[src/rtl/tbc_pkg.sv]
// Shared types, constants and register codes of the thresholded blob centroid core.
`default_nettype none
package tbc_pkg;

	localparam int PIX_W      = 8;
	localparam int CFG_IDX_W  = 3;
	localparam int CFG_DATA_W = 28;
	localparam int SIZE_W     = 11;
	localparam int WGT_W      = 28;
	localparam int OFS_W      = 12;
	localparam int CENT_W     = 17;
	localparam int CNT_OUT_W  = 11;

	localparam int DEF_MAX_WIDTH  = 1024;
	localparam int DEF_MAX_HEIGHT = 1024;
	localparam int DEF_FRAC_BITS  = 4;

	localparam logic [PIX_W-1:0]  LIT_VALUE  = 8'd255;
	localparam int                LIT_SHIFT  = 8;
	localparam int                MIN_RUN    = 5;
	localparam logic [CENT_W-1:0] CENT_MAX   = {CENT_W{1'b1}};
	localparam logic [WGT_W-1:0]  WEIGHT_MAX = {WGT_W{1'b1}};

	localparam logic [PIX_W-1:0]  RST_THRESHOLD  = 8'd20;
	localparam logic [SIZE_W-1:0] RST_FRAME_SIZE = 11'd1024;
	localparam logic [WGT_W-1:0]  RST_MIN_WEIGHT = 28'd0;
	localparam logic [WGT_W-1:0]  RST_MAX_WEIGHT = 28'd267386880;

	typedef enum logic [CFG_IDX_W-1:0] {
		REG_THRESHOLD,
		REG_FRAME_WIDTH,
		REG_FRAME_HEIGHT,
		REG_MIN_WEIGHT,
		REG_MAX_WEIGHT,
		REG_WEIGHT_CHECK_ON,
		REG_OFFSET_X,
		REG_OFFSET_Y
	} reg_idx_t;

	typedef struct packed {
		logic [PIX_W-1:0]     pixel_out;
		logic                 frame_done;
		logic                 object_found;
		logic                 object_hold;
		logic [CENT_W-1:0]    centroid_x;
		logic [CENT_W-1:0]    centroid_y;
		logic [CNT_OUT_W-1:0] widest_row;
		logic [CNT_OUT_W-1:0] rows_lit;
		logic [WGT_W-1:0]     blob_weight;
	} res_t;

	typedef struct packed {
		logic step;
		logic div_step;
		logic push_final;
		logic push;
	} dp_cmd_t;

	typedef struct packed {
		logic frame_end;
		logic div_last;
	} dp_sts_t;

endpackage
`default_nettype wire

[src/rtl/tbc_ifs.sv]
// Pixel and result stream interfaces.
`default_nettype none
interface tbc_pix_if;
	import tbc_pkg::*;
	logic             valid;
	logic             ready;
	logic [PIX_W-1:0] pixel_in;
	modport source (output valid, output pixel_in, input ready);
	modport sink (input valid, input pixel_in, output ready);
endinterface

interface tbc_res_if;
	import tbc_pkg::*;
	logic                 valid;
	logic                 ready;
	logic [PIX_W-1:0]     pixel_out;
	logic                 frame_done;
	logic                 object_found;
	logic                 object_hold;
	logic [CENT_W-1:0]    centroid_x;
	logic [CENT_W-1:0]    centroid_y;
	logic [CNT_OUT_W-1:0] widest_row;
	logic [CNT_OUT_W-1:0] rows_lit;
	logic [WGT_W-1:0]     blob_weight;
	modport source (output valid, output pixel_out, output frame_done, output object_found,
		output object_hold, output centroid_x, output centroid_y, output widest_row,
		output rows_lit, output blob_weight, input ready);
	modport sink (input valid, input pixel_out, input frame_done, input object_found,
		input object_hold, input centroid_x, input centroid_y, input widest_row,
		input rows_lit, input blob_weight, output ready);
endinterface
`default_nettype wire

[src/rtl/tbc_ctrl.sv]
// Controller: pixel acceptance, end-of-frame divide sequencing, result push.
`default_nettype none
module tbc_ctrl (
	input  logic             clk,
	input  logic             arst_n,
	input  logic             in_valid,
	output logic             in_ready,
	input  logic             q_full,
	input  tbc_pkg::dp_sts_t sts,
	output tbc_pkg::dp_cmd_t cmd
);
	import tbc_pkg::*;

	typedef enum logic [1:0] {
		ST_RUN,
		ST_DIV,
		ST_FIN
	} state_t;

	state_t state_q;

	assign in_ready = (state_q == ST_RUN) && !q_full;

	always_comb begin
		cmd.step       = in_valid && in_ready;
		cmd.div_step   = (state_q == ST_DIV);
		cmd.push_final = (state_q == ST_FIN);
		cmd.push       = (cmd.step && !sts.frame_end) || cmd.push_final;
	end

	always_ff @(posedge clk or negedge arst_n) begin
		if (!arst_n) begin
			state_q <= ST_RUN;
		end else begin
			case (state_q)
				ST_RUN: begin
					if (cmd.step && sts.frame_end) state_q <= ST_DIV;
				end
				ST_DIV: begin
					if (sts.div_last) state_q <= ST_FIN;
				end
				ST_FIN: begin
					state_q <= ST_RUN;
				end
				default: begin
					state_q <= ST_RUN;
				end
			endcase
		end
	end

endmodule
`default_nettype wire

[src/rtl/tbc_dp.sv]
// Datapath: configuration registers, frame accumulators, restoring dividers, result word.
`default_nettype none
module tbc_dp #(
	parameter int MAX_WIDTH  = tbc_pkg::DEF_MAX_WIDTH,
	parameter int MAX_HEIGHT = tbc_pkg::DEF_MAX_HEIGHT,
	parameter int FRAC_BITS  = tbc_pkg::DEF_FRAC_BITS
) (
	input  logic                           clk,
	input  logic                           arst_n,
	input  logic                           cfg_we,
	input  logic [tbc_pkg::CFG_IDX_W-1:0]  cfg_index,
	input  logic [tbc_pkg::CFG_DATA_W-1:0] cfg_data,
	input  logic [tbc_pkg::PIX_W-1:0]      pixel_in,
	input  tbc_pkg::dp_cmd_t               cmd,
	output tbc_pkg::dp_sts_t               sts,
	output tbc_pkg::res_t                  res
);
	import tbc_pkg::*;

	localparam int COL_W  = $clog2(MAX_WIDTH);
	localparam int ROW_W  = $clog2(MAX_HEIGHT);
	localparam int WD_W   = $clog2(MAX_WIDTH + 1);
	localparam int HT_W   = $clog2(MAX_HEIGHT + 1);
	localparam int CMPW_W = ((WD_W > SIZE_W) ? WD_W : SIZE_W) + 1;
	localparam int CMPH_W = ((HT_W > SIZE_W) ? HT_W : SIZE_W) + 1;
	localparam int RUN_W  = $clog2(MAX_WIDTH + 1);
	localparam int ROWS_W = $clog2(MAX_HEIGHT + 1);
	localparam int LIT_W  = $clog2(MAX_WIDTH * MAX_HEIGHT + 1);
	localparam int MAXD   = (MAX_WIDTH > MAX_HEIGHT) ? MAX_WIDTH : MAX_HEIGHT;
	localparam longint MOM_MAX = longint'(MAXD - 1) * longint'(MAX_WIDTH)
		* longint'(MAX_HEIGHT);
	localparam int MOM_W  = $clog2(MOM_MAX + 1);
	localparam int QW     = MOM_W + FRAC_BITS;
	localparam int CNT_W  = $clog2(QW);
	localparam int LW_W   = LIT_W + LIT_SHIFT;
	localparam int CW_W   = (LW_W > WGT_W) ? LW_W : WGT_W;
	localparam int SUM_A  = (QW > OFS_W + FRAC_BITS) ? QW : OFS_W + FRAC_BITS;
	localparam int SUM_W  = ((SUM_A > CENT_W) ? SUM_A : CENT_W) + 1;
	localparam int WX_W   = RUN_W + CNT_OUT_W;
	localparam int RX_W   = ROWS_W + CNT_OUT_W;

	logic [PIX_W-1:0]  threshold_q;
	logic [SIZE_W-1:0] frame_width_q;
	logic [SIZE_W-1:0] frame_height_q;
	logic [WGT_W-1:0]  min_weight_q;
	logic [WGT_W-1:0]  max_weight_q;
	logic              weight_check_on_q;
	logic [OFS_W-1:0]  offset_x_q;
	logic [OFS_W-1:0]  offset_y_q;

	logic [COL_W-1:0]  col_q;
	logic [ROW_W-1:0]  row_q;
	logic [LIT_W-1:0]  lit_q;
	logic [MOM_W-1:0]  cm_q;
	logic [MOM_W-1:0]  rm_q;
	logic [RUN_W-1:0]  run_q;
	logic [RUN_W-1:0]  wide_q;
	logic [ROWS_W-1:0] rows_q;
	logic [CENT_W-1:0] last_x_q;
	logic [CENT_W-1:0] last_y_q;

	logic [QW-1:0]     dvx_q;
	logic [QW-1:0]     dvy_q;
	logic [LIT_W-1:0]  remx_q;
	logic [LIT_W-1:0]  remy_q;
	logic [LIT_W-1:0]  dvs_q;
	logic [RUN_W-1:0]  wide_f_q;
	logic [ROWS_W-1:0] rows_f_q;
	logic              pix_f_q;
	logic [CNT_W-1:0]  cnt_q;

	logic [WD_W-1:0]   w_eff;
	logic [HT_W-1:0]   h_eff;
	logic              lit;
	logic              row_end;
	logic              frame_end;
	logic [LIT_W-1:0]  lit_nx;
	logic [MOM_W-1:0]  cm_nx;
	logic [MOM_W-1:0]  rm_nx;
	logic [RUN_W-1:0]  run_nx;
	logic [RUN_W-1:0]  wide_nx;
	logic [ROWS_W-1:0] rows_nx;

	logic [LIT_W:0]    tmp_x;
	logic [LIT_W:0]    tmp_y;
	logic              ge_x;
	logic              ge_y;

	logic [LW_W-1:0]   weight;
	logic [CW_W-1:0]   wcmp;
	logic              found;
	logic              hold;
	logic [SUM_W-1:0]  sum_x;
	logic [SUM_W-1:0]  sum_y;
	logic [CENT_W-1:0] cx;
	logic [CENT_W-1:0] cy;
	logic [WX_W-1:0]   wide_ext;
	logic [RX_W-1:0]   rows_ext;

	always_ff @(posedge clk or negedge arst_n) begin
		if (!arst_n) begin
			threshold_q       <= RST_THRESHOLD;
			frame_width_q     <= RST_FRAME_SIZE;
			frame_height_q    <= RST_FRAME_SIZE;
			min_weight_q      <= RST_MIN_WEIGHT;
			max_weight_q      <= RST_MAX_WEIGHT;
			weight_check_on_q <= 1'b0;
			offset_x_q        <= '0;
			offset_y_q        <= '0;
		end else if (cfg_we) begin
			case (reg_idx_t'(cfg_index))
				REG_THRESHOLD:       threshold_q       <= cfg_data[PIX_W-1:0];
				REG_FRAME_WIDTH:     frame_width_q     <= cfg_data[SIZE_W-1:0];
				REG_FRAME_HEIGHT:    frame_height_q    <= cfg_data[SIZE_W-1:0];
				REG_MIN_WEIGHT:      min_weight_q      <= cfg_data[WGT_W-1:0];
				REG_MAX_WEIGHT:      max_weight_q      <= cfg_data[WGT_W-1:0];
				REG_WEIGHT_CHECK_ON: weight_check_on_q <= cfg_data[0];
				REG_OFFSET_X:        offset_x_q        <= cfg_data[OFS_W-1:0];
				REG_OFFSET_Y:        offset_y_q        <= cfg_data[OFS_W-1:0];
				default: begin
				end
			endcase
		end
	end

	always_comb begin
		if (frame_width_q == '0) begin
			w_eff = WD_W'(1);
		end else if (CMPW_W'(frame_width_q) > CMPW_W'(MAX_WIDTH)) begin
			w_eff = WD_W'(MAX_WIDTH);
		end else begin
			w_eff = WD_W'(frame_width_q);
		end
		if (frame_height_q == '0) begin
			h_eff = HT_W'(1);
		end else if (CMPH_W'(frame_height_q) > CMPH_W'(MAX_HEIGHT)) begin
			h_eff = HT_W'(MAX_HEIGHT);
		end else begin
			h_eff = HT_W'(frame_height_q);
		end
		lit       = (pixel_in >= threshold_q);
		row_end   = (CMPW_W'(col_q) + CMPW_W'(1)) >= CMPW_W'(w_eff);
		frame_end = row_end && ((CMPH_W'(row_q) + CMPH_W'(1)) >= CMPH_W'(h_eff));
		lit_nx    = lit_q + LIT_W'(lit);
		cm_nx     = cm_q + (lit ? MOM_W'(col_q) : MOM_W'(0));
		rm_nx     = rm_q + (lit ? MOM_W'(row_q) : MOM_W'(0));
		run_nx    = run_q + RUN_W'(lit);
		wide_nx   = (run_nx > wide_q) ? run_nx : wide_q;
		rows_nx   = rows_q + ROWS_W'(run_nx > RUN_W'(MIN_RUN));
	end

	assign sts.frame_end = frame_end;
	assign sts.div_last  = (cnt_q == CNT_W'(QW - 1));

	always_ff @(posedge clk or negedge arst_n) begin
		if (!arst_n) begin
			col_q  <= '0;
			row_q  <= '0;
			lit_q  <= '0;
			cm_q   <= '0;
			rm_q   <= '0;
			run_q  <= '0;
			wide_q <= '0;
			rows_q <= '0;
		end else if (cmd.step) begin
			if (frame_end) begin
				col_q  <= '0;
				row_q  <= '0;
				lit_q  <= '0;
				cm_q   <= '0;
				rm_q   <= '0;
				run_q  <= '0;
				wide_q <= '0;
				rows_q <= '0;
			end else begin
				lit_q <= lit_nx;
				cm_q  <= cm_nx;
				rm_q  <= rm_nx;
				if (row_end) begin
					col_q  <= '0;
					row_q  <= row_q + ROW_W'(1);
					run_q  <= '0;
					wide_q <= wide_nx;
					rows_q <= rows_nx;
				end else begin
					col_q <= col_q + COL_W'(1);
					run_q <= run_nx;
				end
			end
		end
	end

	always_comb begin
		tmp_x = {remx_q, dvx_q[QW-1]};
		tmp_y = {remy_q, dvy_q[QW-1]};
		ge_x  = (tmp_x >= {1'b0, dvs_q});
		ge_y  = (tmp_y >= {1'b0, dvs_q});
	end

	always_ff @(posedge clk) begin
		if (cmd.step && frame_end) begin
			dvx_q    <= QW'(cm_nx) << FRAC_BITS;
			dvy_q    <= QW'(rm_nx) << FRAC_BITS;
			remx_q   <= '0;
			remy_q   <= '0;
			dvs_q    <= lit_nx;
			wide_f_q <= wide_nx;
			rows_f_q <= rows_nx;
			pix_f_q  <= lit;
		end else if (cmd.div_step) begin
			remx_q <= ge_x ? LIT_W'(tmp_x - {1'b0, dvs_q}) : tmp_x[LIT_W-1:0];
			remy_q <= ge_y ? LIT_W'(tmp_y - {1'b0, dvs_q}) : tmp_y[LIT_W-1:0];
			dvx_q  <= {dvx_q[QW-2:0], ge_x};
			dvy_q  <= {dvy_q[QW-2:0], ge_y};
		end
	end

	always_ff @(posedge clk or negedge arst_n) begin
		if (!arst_n) begin
			cnt_q <= '0;
		end else if (cmd.step && frame_end) begin
			cnt_q <= '0;
		end else if (cmd.div_step) begin
			cnt_q <= cnt_q + CNT_W'(1);
		end
	end

	always_comb begin
		weight   = (LW_W'(dvs_q) << LIT_SHIFT) - LW_W'(dvs_q);
		wcmp     = CW_W'(weight);
		found    = (dvs_q != '0);
		hold     = !weight_check_on_q
			|| ((wcmp >= CW_W'(min_weight_q)) && (wcmp <= CW_W'(max_weight_q)));
		sum_x    = SUM_W'(dvx_q) + (SUM_W'(offset_x_q) << FRAC_BITS);
		sum_y    = SUM_W'(dvy_q) + (SUM_W'(offset_y_q) << FRAC_BITS);
		cx       = (sum_x > SUM_W'(CENT_MAX)) ? CENT_MAX : sum_x[CENT_W-1:0];
		cy       = (sum_y > SUM_W'(CENT_MAX)) ? CENT_MAX : sum_y[CENT_W-1:0];
		wide_ext = WX_W'(wide_f_q);
		rows_ext = RX_W'(rows_f_q);
	end

	always_ff @(posedge clk or negedge arst_n) begin
		if (!arst_n) begin
			last_x_q <= '0;
			last_y_q <= '0;
		end else if (cmd.push_final && found) begin
			last_x_q <= cx;
			last_y_q <= cy;
		end
	end

	always_comb begin
		res = '0;
		if (cmd.push_final) begin
			res.pixel_out    = pix_f_q ? LIT_VALUE : '0;
			res.frame_done   = 1'b1;
			res.object_found = found;
			res.object_hold  = hold;
			res.centroid_x   = found ? cx : last_x_q;
			res.centroid_y   = found ? cy : last_y_q;
			res.widest_row   = wide_ext[CNT_OUT_W-1:0];
			res.rows_lit     = rows_ext[CNT_OUT_W-1:0];
			res.blob_weight  = (wcmp > CW_W'(WEIGHT_MAX)) ? WEIGHT_MAX : wcmp[WGT_W-1:0];
		end else begin
			res.pixel_out = lit ? LIT_VALUE : '0;
		end
	end

endmodule
`default_nettype wire

[src/rtl/tbc_outq.sv]
// Two-entry result queue between the datapath and the result channel.
`default_nettype none
module tbc_outq (
	input  logic          clk,
	input  logic          arst_n,
	input  logic          push,
	input  tbc_pkg::res_t din,
	output logic          full,
	output logic          out_valid,
	input  logic          out_ready,
	output tbc_pkg::res_t dout
);
	import tbc_pkg::*;

	res_t       ent_q [2];
	logic       wr_q;
	logic       rd_q;
	logic [1:0] cnt_q;
	logic       pop;

	assign full      = (cnt_q == 2'd2);
	assign out_valid = (cnt_q != 2'd0);
	assign pop       = out_valid && out_ready;
	assign dout      = ent_q[rd_q];

	always_ff @(posedge clk) begin
		if (push) ent_q[wr_q] <= din;
	end

	always_ff @(posedge clk or negedge arst_n) begin
		if (!arst_n) begin
			wr_q  <= 1'b0;
			rd_q  <= 1'b0;
			cnt_q <= 2'd0;
		end else begin
			if (push) wr_q <= ~wr_q;
			if (pop) rd_q <= ~rd_q;
			cnt_q <= cnt_q + 2'(push) - 2'(pop);
		end
	end

endmodule
`default_nettype wire

[src/rtl/thresholded_blob_centroid_core.sv]
// Top level of the thresholded blob centroid core.
//
//   channel   | modport | word                         | handshake
//   pixels    | sink    | pixel_in (8)                 | valid/ready
//   results   | source  | pixel_out .. blob_weight     | valid/ready
//   cfg       | write   | cfg_index (3), cfg_data (28) | cfg_we, no wait
//
// A pixel's word enters a two-entry result queue. After a window's last pixel,
// input is held while the x and y restoring dividers work out QW quotient bits,
// one quotient bit per cycle, QW being the moment width plus FRAC_BITS (34 at
// default parameters). Reset sets control state and configuration to defaults
// at once. Input is taken with queue room and no window result pending.
`default_nettype none
module thresholded_blob_centroid_core #(
	parameter int MAX_WIDTH  = tbc_pkg::DEF_MAX_WIDTH,
	parameter int MAX_HEIGHT = tbc_pkg::DEF_MAX_HEIGHT,
	parameter int FRAC_BITS  = tbc_pkg::DEF_FRAC_BITS
) (
	input  logic                           clk,
	input  logic                           arst_n,
	input  logic                           cfg_we,
	input  logic [tbc_pkg::CFG_IDX_W-1:0]  cfg_index,
	input  logic [tbc_pkg::CFG_DATA_W-1:0] cfg_data,
	tbc_pix_if.sink                        pixels,
	tbc_res_if.source                      results
);
	import tbc_pkg::*;

	dp_cmd_t cmd;
	dp_sts_t sts;
	res_t    res_word;
	res_t    q_word;
	logic    q_full;
	logic    in_ready;

	tbc_ctrl u_ctrl (
		.clk      (clk),
		.arst_n   (arst_n),
		.in_valid (pixels.valid),
		.in_ready (in_ready),
		.q_full   (q_full),
		.sts      (sts),
		.cmd      (cmd)
	);

	tbc_dp #(
		.MAX_WIDTH  (MAX_WIDTH),
		.MAX_HEIGHT (MAX_HEIGHT),
		.FRAC_BITS  (FRAC_BITS)
	) u_dp (
		.clk       (clk),
		.arst_n    (arst_n),
		.cfg_we    (cfg_we),
		.cfg_index (cfg_index),
		.cfg_data  (cfg_data),
		.pixel_in  (pixels.pixel_in),
		.cmd       (cmd),
		.sts       (sts),
		.res       (res_word)
	);

	tbc_outq u_outq (
		.clk       (clk),
		.arst_n    (arst_n),
		.push      (cmd.push),
		.din       (res_word),
		.full      (q_full),
		.out_valid (results.valid),
		.out_ready (results.ready),
		.dout      (q_word)
	);

	assign pixels.ready         = in_ready;
	assign results.pixel_out    = q_word.pixel_out;
	assign results.frame_done   = q_word.frame_done;
	assign results.object_found = q_word.object_found;
	assign results.object_hold  = q_word.object_hold;
	assign results.centroid_x   = q_word.centroid_x;
	assign results.centroid_y   = q_word.centroid_y;
	assign results.widest_row   = q_word.widest_row;
	assign results.rows_lit     = q_word.rows_lit;
	assign results.blob_weight  = q_word.blob_weight;

	a_queue_no_overflow: assert property (@(posedge clk) disable iff (!arst_n)
		cmd.push |-> !q_full)
		else $error("result pushed into a full queue");

	a_stall_after_last: assert property (@(posedge clk) disable iff (!arst_n)
		(cmd.step && sts.frame_end) |=> !pixels.ready)
		else $error("input taken while the window result is pending");

	a_final_word_flag: assert property (@(posedge clk) disable iff (!arst_n)
		cmd.push_final |-> (res_word.frame_done && !cmd.step))
		else $error("window result without frame_done or overlapped with a pixel");

	a_pixel_word_flag: assert property (@(posedge clk) disable iff (!arst_n)
		(cmd.push && !cmd.push_final) |-> !res_word.frame_done)
		else $error("pixel word carries frame_done");

endmodule
`default_nettype wire

[src/flat_wrapper.sv]
// flat-port wrapper written by rule: the top's interface ports become plain ports
module thresholded_blob_centroid_core_flat import tbc_pkg::*;
#(
	parameter int MAX_WIDTH  = tbc_pkg::DEF_MAX_WIDTH,
	parameter int MAX_HEIGHT = tbc_pkg::DEF_MAX_HEIGHT,
	parameter int FRAC_BITS  = tbc_pkg::DEF_FRAC_BITS
)
  (clk, arst_n, cfg_we, cfg_index, cfg_data, pixels_valid, pixels_pixel_in, pixels_ready, results_valid, results_pixel_out, results_frame_done, results_object_found, results_object_hold, results_centroid_x, results_centroid_y, results_widest_row, results_rows_lit, results_blob_weight, results_ready);
  tbc_pix_if pixels_i ();
  tbc_res_if results_i ();
  input  logic clk;
  input  logic arst_n;
  input  logic cfg_we;
  input  logic [tbc_pkg::CFG_IDX_W-1:0] cfg_index;
  input  logic [tbc_pkg::CFG_DATA_W-1:0] cfg_data;
  input wire logic [$bits(pixels_i.valid)-1:0] pixels_valid;
  input wire logic [$bits(pixels_i.pixel_in)-1:0] pixels_pixel_in;
  output wire logic [$bits(pixels_i.ready)-1:0] pixels_ready;
  output wire logic [$bits(results_i.valid)-1:0] results_valid;
  output wire logic [$bits(results_i.pixel_out)-1:0] results_pixel_out;
  output wire logic [$bits(results_i.frame_done)-1:0] results_frame_done;
  output wire logic [$bits(results_i.object_found)-1:0] results_object_found;
  output wire logic [$bits(results_i.object_hold)-1:0] results_object_hold;
  output wire logic [$bits(results_i.centroid_x)-1:0] results_centroid_x;
  output wire logic [$bits(results_i.centroid_y)-1:0] results_centroid_y;
  output wire logic [$bits(results_i.widest_row)-1:0] results_widest_row;
  output wire logic [$bits(results_i.rows_lit)-1:0] results_rows_lit;
  output wire logic [$bits(results_i.blob_weight)-1:0] results_blob_weight;
  input wire logic [$bits(results_i.ready)-1:0] results_ready;
  assign pixels_i.valid = pixels_valid;
  assign pixels_i.pixel_in = pixels_pixel_in;
  assign pixels_ready = pixels_i.ready;
  assign results_valid = results_i.valid;
  assign results_pixel_out = results_i.pixel_out;
  assign results_frame_done = results_i.frame_done;
  assign results_object_found = results_i.object_found;
  assign results_object_hold = results_i.object_hold;
  assign results_centroid_x = results_i.centroid_x;
  assign results_centroid_y = results_i.centroid_y;
  assign results_widest_row = results_i.widest_row;
  assign results_rows_lit = results_i.rows_lit;
  assign results_blob_weight = results_i.blob_weight;
  assign results_i.ready = results_ready;
  thresholded_blob_centroid_core #(.MAX_WIDTH(MAX_WIDTH), .MAX_HEIGHT(MAX_HEIGHT), .FRAC_BITS(FRAC_BITS)) u_core (.clk(clk), .arst_n(arst_n), .cfg_we(cfg_we), .cfg_index(cfg_index), .cfg_data(cfg_data), .pixels(pixels_i), .results(results_i));
endmodule
[config.mk]
export PLATFORM = sky130hd
export DESIGN_NAME = thresholded_blob_centroid_core_flat
export DESIGN_NICKNAME = d
export VERILOG_FILES = /design/src/rtl/tbc_pkg.sv /design/src/rtl/tbc_ifs.sv /design/src/rtl/tbc_ctrl.sv /design/src/rtl/tbc_dp.sv /design/src/rtl/tbc_outq.sv /design/src/rtl/thresholded_blob_centroid_core.sv /design/src/flat_wrapper.sv
export SDC_FILE = /design/constraint.sdc
export NUM_CORES = 1
export LEC_CHECK = 0
export ABC_AREA = 1
export BUFFER_PORTS_ARGS = -buffer_cell sky130_fd_sc_hd__buf_2
export CAP_MARGIN = 20
export CORE_MARGIN = 2
export CORE_UTILIZATION = 61
export CTS_CLUSTER_DIAMETER = 100
export DETAILED_ROUTE_END_ITERATION = 7
export GPL_ROUTABILITY_DRIVEN = 0
export PLACE_DENSITY = 0.79
export SLEW_MARGIN = 30
export SYNTH_ARGS = -nofsm -noshare
export SYNTH_HDL_FRONTEND = slang
export SYNTH_SLANG_ARGS = --single-unit
[constraint.sdc]
create_clock -name clk -period 15.86 [get_ports clk]
set_input_delay 2.379 -clock clk [delete_from_list [all_inputs] [get_ports clk]]
set_output_delay 2.379 -clock clk [all_outputs]
set_load 0.01 [all_outputs]
==> flow_metrics.py, run 1 <==
metrics = {
    "status": {
        "status": "finished, final reports clean",
    },
    "setup_path": {
        "critPathKind": "in -> reg",
        "worstSetupEndpointType": "flip-flop",
        "worstPathMaxFanout": 65,
        "crit_required_ns": 16.37,
        "crit_path_start_kind": "input pin",
        "cp.arrival_ns": 6.97,
    },
    "drt": {
        "vias": 31100,
        "wl_per_cell_um": 17.0,
        "dr.pass1.iters": 6,
        "drt-initial-drc-count": 2966,
        "vias_per_cell": 5.70,
        "drt_drc_violations_left": 0,
        "ant_nets": 0,
        "wirelength_um": 92800,
    },
    "timing": {
        "setup_violations": 0,
        "period_minus_slack_ns": 6.46,
        "maxSlewHeadroom_pct": 36.1,
        "whs_ns": 0.472,
        "rsz0062_at_grt": "false",
        "slew_violations": 0,
        "final.setup.tns_ns": 0,
        "hold_viol": 0,
        "worstMarginPinSlew_ns": 0.957,
        "post-route-period-util_pct": 40.7,
        "max_freq_ghz": 0.155,
        "fin_worst_skew_ns": 0.0188,
    },
    "layout": {
        "fin_nets": 4881,
        "n_antenna_cell": 0,
        "layout.cells.non_filler": 5451,
        "multi_input_area_mm2": 0.0169,
        "layout-area-overhead-vs-synth_pct": 10.3,
        "seq_area_mm2": 0.0167,
        "fill_cells": 4773,
        "drive_above_1_share_pct": 8.44,
    },
    "job": {
        "drv_cap": 0,
    },
    "logic_synthesis": {
        "synthCells": 4522,
        "synth-edff-count": 280,
        "synth_area_per_cell_um2": 8.05,
        "seq_area_frac_synth_pct": 45.9,
        "yosysWarnings": 0,
        "synth_ff_type": "edfxtp_1",
        "mappedNetlistNets": 4781,
        "netlist_area_mm2": 0.0364,
        "ys_async_sr_fraction_pct": 46.9,
        "ys_ff_latch": 621,
        "synth_cell_types": 59,
    },
    "placed_design": {
        "dp_cells": 5321,
        "hpwl_um": 65200,
        "port_buffers": 140,
    },
    "global_route": {
        "grt_max_degree": 180,
        "grt_remaining_overflow": 0,
        "grt_pass1_wl_um": 147000,
        "antenna_found_initial": 0,
        "grtUsageTotal_pct": 30.0,
        "grt_pass1_vias": 28700,
    },
    "worst_hold_path": {
        "min_path_type": "reg -> reg",
    },
    "die": {
        "start_util_pct": 61.7,
        "fp.dieArea_mm2": 0.0616,
        "die_w_um": 248,
        "die_height_um": 248,
        "row_count": 89,
        "io_pins": 141,
        "core_area_mm2": 0.0590,
    },
    "clock_tree": {
        "hold_buffers": 0,
        "cts_tree": "built",
        "numCtsBuffers": 68,
        "cts_setup_buffers": 0,
        "cts_resized": 0,
        "cts_htree_levels": 3,
        "path_clk_slew_ns": 0.06,
        "cts_sinks": 621,
        "cts_buffer_depth": 3,
        "clk_latency_ns": 0.62,
        "cts-root-buf": "clkbuf_16",
    },
    "power_and_ir_drop": {
        "power.density_mw_per_mm2": 189,
        "power.leakage_nw": 19.3,
        "ir_worst_vdd_v": 0.000140,
        "p_total_w": 0.00758,
    },
}
## cells in the mapped netlist (all sizes together) (12+ instances only)
cell type,count,share of area [%]
dfxtp,50,2.8
clkbuf,93,0.96
nand3b,14,0.29
inv,595,6.1
nand3,234,3.6
o21ai,307,4.2
o21bai,12,0.25
nor4,30,0.55
buf,42,0.67
and2,13,0.22
nor3,54,0.81
edfxtp,280,23
nor2,263,3.0
o22ai,64,1.1
a31oi,26,0.45
xnor2,32,0.77
nand4,112,1.9
ha,209,7.2
a21oi,173,2.4
xor2,114,2.8
nand2,1415,15
or2,17,0.29
dfstp,12,0.87
dfrtp,279,19
## worst paths after layout
kind,start,end,slack (ns),cells past startpoint
worst max-delay path,pixels_valid,u_core.u_dp.dvy_q[2],9.40,11
worst min-delay path,u_core.u_dp.remy_q[20],u_core.u_dp.remy_q[20],0.47,2
worst max register to register,u_core.u_dp.col_q[0],u_core.u_dp.dvy_q[2],9.80,21
worst min register to register,u_core.u_dp.remy_q[20],u_core.u_dp.remy_q[20],0.47,2
max in group asynchronous,arst_n,u_core.u_dp.max_weight_q[23],12.49,4
min in group asynchronous,arst_n,u_core.u_dp.last_y_q[12],1.62,1
## report_power, final
group	total (W)	switching [W]	internal (W)
Combinational	0.00329	0.00221	0.00108
Clock	0.00162	0.000672	0.000949
Sequential	0.00266	0.000342	0.00232
## metal layers
metal	wire length [µm]	global-route usage (%)	share of wire [%]
met3	7950	4.49	8.6
met4	2120	9.09	2.3
met2	42000	47.7	45
met5	0	0	0
met1	40700	42.6	44
## layout make-up
cell class                      instances  area share (%)
Inverter                              603            5.64
Clock inverter                         33           0.988
Multi-Input combinational cell       3163            42.1
Tap cell                              773            2.41
Sequential cell                       621            41.6
Clock buffer                           93            4.73
Timing Repair Buffer                  165            2.47
## critical path, stage by stage
cell and delay (ns):
buf_2 0.09, nand2_2 0.08, inv_2 0.47, buf_4 0.58
nand3_2 0.56, buf_4 0.51, nand2_2 0.10, buf_4 0.68
clkinv_1 0.97, a22oi_1 0.38, inv_1 0.08
## through the flow
step / area (µm²) / utilization, % / worst slack [ns]
2_1_floorplan: 36400 / - / 8.71
3_3_place_gp: 37700 / 63.9 / 8.91
3_5_place_dp: 37700 / 63.9 / 8.85
4_1_cts: 40000 / 67.8 / 9.50
5_1_grt: 40100 / 68.0 / 8.99
6_report: 40100 / 68.0 / 9.40
## kinds of logic (layout without fill, tap and decap cells)
group                      Yosys count  after routing  share of synthesized area, %
AOI/OAI and AO/OA                  642            642                          9.70
xor gates and xnor gates           146            146                          3.55
adders and majority gates          215            215                          7.51
buffers and inverters              738            894                          7.85
DFF                                621            621                          45.9
and+or+nand+nor                   2160           2160                          25.5
## flip-flops by register name, summed over array words and instances (netlist names), 12 cells and up
register	flops
u_core.u_dp.rm_q	30
u_core.u_dp.last_y_q	17
u_core.u_dp.cm_q	30
u_core.u_dp.offset_x_q	12
u_core.u_dp.lit_q	21
u_core.u_dp.max_weight_q	28
u_core.u_dp.dvs_q	21
u_core.u_dp.offset_y_q	12
u_core.u_dp.min_weight_q	28
u_core.u_dp.dvy_q	34
u_core.u_dp.last_x_q	17
u_core.u_dp.remx_q	21
u_core.u_dp.dvx_q	34
u_core.u_dp.remy_q	21
u_core.u_outq.ent_q	176
## layout by cell type, fill, tap and decap left out, drive strengths merged, types with 26 or more instances in the layout
cell type	count
a21oi	173
a31oi	26
buf	165
clkbuf	93
dfrtp	279
dfxtp	50
edfxtp	280
ha	209
inv	603
nand2	1415
nand3	234
nand4	112
nor2	263
nor3	54
nor4	30
o21ai	307
o22ai	64
xnor2	32
xor2	114
Note: power is estimated with default switching activity, not from simulation.
==> inputs of run 2 (changes only) <==
--- a/config.mk
+++ b/config.mk
@@ -5,15 +5,15 @@
 export SDC_FILE = /design/constraint.sdc
 export NUM_CORES = 1
 export LEC_CHECK = 0
-export ABC_AREA = 1
+export ABC_AREA = 0
 export BUFFER_PORTS_ARGS = -buffer_cell sky130_fd_sc_hd__buf_2
 export CAP_MARGIN = 20
 export CORE_MARGIN = 2
-export CORE_UTILIZATION = 61
+export CORE_UTILIZATION = 57
 export CTS_CLUSTER_DIAMETER = 100
 export DETAILED_ROUTE_END_ITERATION = 7
 export GPL_ROUTABILITY_DRIVEN = 0
-export PLACE_DENSITY = 0.79
+export PLACE_DENSITY = 0.77
 export SLEW_MARGIN = 30
 export SYNTH_ARGS = -nofsm -noshare
 export SYNTH_HDL_FRONTEND = slang
==> constraint.sdc (replaced) <==
create_clock -name clk -period 5.5 [get_ports clk]
set_input_delay 0.825 -clock clk [delete_from_list [all_inputs] [get_ports clk]]
set_output_delay 0.825 -clock clk [all_outputs]
set_load 0.01 [all_outputs]
==> flow_metrics.py, run 2 <==
metrics = {
    "placed_design": {
        "hpwl_um": 59300,
        "dp_worst_setup_slack_ns": -0.00222,
        "port_buffers": 140,
    },
    "drt": {
        "dr.pass1.iters": 6,
        "wirelength_um": 85700,
        "wl_per_cell_um": 19.7,
        "ant_nets": 0,
        "drt-initial-drc-count": 2047,
        "vias": 26500,
        "drt_drc_violations_left": 0,
        "vias_per_cell": 6.08,
    },
    "global_route": {
        "grt_pass1_vias": 25700,
        "grtUsageTotal_pct": 27.2,
        "grt_max_degree": 144,
        "grt_remaining_overflow": 0,
        "grt_pass1_wl_um": 137000,
        "antenna_found_initial": 6,
    },
    "clock_tree": {
        "cts_setup_buffers": 0,
        "cts-root-buf": "clkbuf_16",
        "cts_buffer_depth": 3,
        "numCtsBuffers": 69,
        "cts_tree": "built",
        "hold_buffers": 0,
        "clk_latency_ns": 0.61,
        "cts_resized": 0,
        "path_clk_slew_ns": 0.06,
        "cts_sinks": 621,
        "cts_htree_levels": 3,
    },
    "power_and_ir_drop": {
        "power.leakage_nw": 16.6,
        "power.density_mw_per_mm2": 400,
        "ir_worst_vdd_v": 0.000288,
    },
    "layout": {
        "n_antenna_cell": 0,
        "fin_nets": 3780,
        "drive_above_1_share_pct": 15.9,
        "layout-area-overhead-vs-synth_pct": 11.4,
        "final_util_pct": 64.3,
        "final_cell_mix": "339 x nand2_1, 281 x o21ai_0, 280 x edfxtp_1, 278 x dfrtp_1, 208 x ha_1",
        "final_common_cell": "nand2_1",
        "regMostFlops": "u_core.u_outq.ent_q",
        "largest_reg_flops": 176,
        "top_regs": "u_core.u_outq.ent_q x176, u_core.u_dp.dvx_q x34, u_core.u_dp.dvy_q x34",
    },
    "die": {
        "core_area_mm2": 0.0604,
        "io_pins": 141,
        "fp.dieArea_mm2": 0.0631,
        "die_height_um": 251,
        "row_count": 90,
        "start_util_pct": 57.7,
        "die_w_um": 251,
    },
    "logic_synthesis": {
        "yosysWarnings": 0,
        "synth_top_area_share_pct": 24.1,
        "synth_ff_type": "edfxtp_1",
        "synth_area_per_cell_um2": 10.3,
        "synth-edff-count": 280,
        "synth.area.top_cells": "edfxtp_1 24%, dfrtp_1 20%, ha_1 7.5%",
        "ys_ff_latch": 621,
        "yosysTopAreaCell": "edfxtp_1",
        "synthCells": 3394,
        "seq_area_frac_synth_pct": 47.9,
        "ys_async_sr_fraction_pct": 46.9,
        "synth_common_cells": "341 x nand2_1, 281 x o21ai_0, 280 x edfxtp_1, 279 x dfrtp_1, 208 x ha_1",
        "synth_cell_types": 87,
        "mappedNetlistNets": 3652,
        "netlist_area_mm2": 0.0348,
        "synth.most_common_cell": "nand2_1",
    },
    "timing": {
        "fin_worst_skew_ns": 0.0230,
        "whs_ns": 0.225,
        "setup_violations": 0,
        "timing.final.ws_setup_ns": 0.487,
        "period_minus_slack_ns": 5.01,
        "max_freq_ghz": 0.199,
        "slew_violations": 0,
        "post-route-period-util_pct": 91.1,
        "hold_viol": 0,
        "worstMarginPinSlew_ns": 1.00,
        "maxSlewHeadroom_pct": 33.0,
        "rsz0062_at_grt": "false",
        "final.setup.tns_ns": 0,
    },
    "setup_path": {
        "crit_required_ns": 5.87,
        "critPathMaxStageDelay_ns": 0.55,
        "reg2reg_depth": 20,
        "cp.arrival_ns": 5.38,
        "crit_chain": "inv_1 -> ha_1 -> nor2b_1 -> nand3_1 -> a31oi_1 -> nand4_1 -> a21o_1 -> nand2_1 -> xnor2_1 -> inv_1 -> ha_1 -> a21o_1 -> a21oi_1 -> nor2b_1 -> o21ai_0 -> nand2b_1 -> a31oi_1 -> o221a_2 -> o21ai_0 -> a221oi_1",
        "crit_path_start_kind": "flip-flop",
        "cpMaxStageDelayCell": "edfxtp_1",
        "worstSetupEndpointType": "flip-flop",
        "reg2reg_to": "u_core.u_outq.ent_q[0][84]",
        "critPathKind": "reg -> reg",
        "reg2reg_from": "u_core.u_dp.dvs_q[0]",
        "worstPathMaxFanout": 7,
        "ff2ff_setup_slack_ns": 0.49,
    },
    "worst_hold_path": {
        "min_path_type": "in -> async",
    },
    "job": {
        "drv_cap": 0,
    },
    "status": {
        "status": "finished, final reports clean",
    },
}
## run 2: changes by cell type in the layout (fill, tap and decap cells not counted), sizes merged, moves of 41 or more
cell and change:
a21o +51, a22o +42, buf +51, inv -418
mux2 +166, mux2i +41, nand2 -1074, nand3 -137
nand4 -56, nor2 -95, nor2b +42, o22ai -52
xnor2 +95, xor2 -48
## run 2: worst max-delay path by stage
stage | from | endpoint | slack [ns]
CTS | u_core.u_dp.dvs_q[0] | u_core.u_outq.ent_q[0][84] | 0.50
floorplan | pixels_pixel_in[0] | u_core.u_dp.wide_f_q[0] | 0.02
detailed placement | pixels_pixel_in[0] | u_core.u_dp.dvx_q[33] | -0.002
global route | u_core.u_dp.dvs_q[10] | u_core.u_outq.ent_q[1][84] | 0.16
finish | u_core.u_dp.dvs_q[0] | u_core.u_outq.ent_q[0][84] | 0.49
global placement | pixels_pixel_in[0] | u_core.u_dp.wide_q[9] | 0.07
## run 2: report_power, final
part | leakage [nW] | total (W) | internal (W) | switching [W]
Sequential | 6.64 | 0.00625 | 0.00572 | 0.000525
Combinational | 8.85 | 0.00472 | 0.00197 | 0.00275
Clock | 1.09 | 0.00455 | 0.00267 | 0.00188
Total | 16.6 | 0.0155 | 0.0104 | 0.00515
## run 2: cell type report
cell class                      instances  area, µm²
Clock buffer                           89       1930
Clock inverter                         35        295
Fill cell                            4756      21500
Inverter                              184        691
Multi-Input combinational cell       2430      16900
Sequential cell                       621      16700
Tap cell                              782        978
Timing Repair Buffer                  216       1340
## run 2: kinds of logic after synthesis
kind of cell | share of synthesized area, %
xor+xnor | 4.85
flops | 47.9
fa+ha+maj | 7.81
mux | 6.54
buf+inv | 3.87
compound gates | 15.0
simple gates | 14.0
## run 2: per-layer routing
metal	vias to the layer above	track usage, %	routed length (µm)
met4	0	11.4	3610
met5	-	0	0
met3	191	4.48	5500
met1	12800	35.9	36000
li1	12600	-	-
met2	915	44.8	40600
## run 2: stage by stage
stage / cell area [µm²] / instances / total power (W)
2_1_floorplan: 34900 / 3394 / 0.00957
3_3_place_gp: 36600 / 4233 / 0.0109
3_5_place_dp: 36600 / 4233 / 0.0110
4_1_cts: 38800 / 4357 / 0.0156
5_1_grt: 38800 / 4357 / 0.0164
6_report: 38800 / 4357 / 0.0155
## run 2: critical path, delay by kind of cell, from the launching register on
kind	cells	cell delay [ns]
compound gates	9	2.08
buf+inv	2	0.40
xor+xnor	1	0.30
simple gates	6	0.90
flops	1	0.55
fa+ha+maj	2	0.55
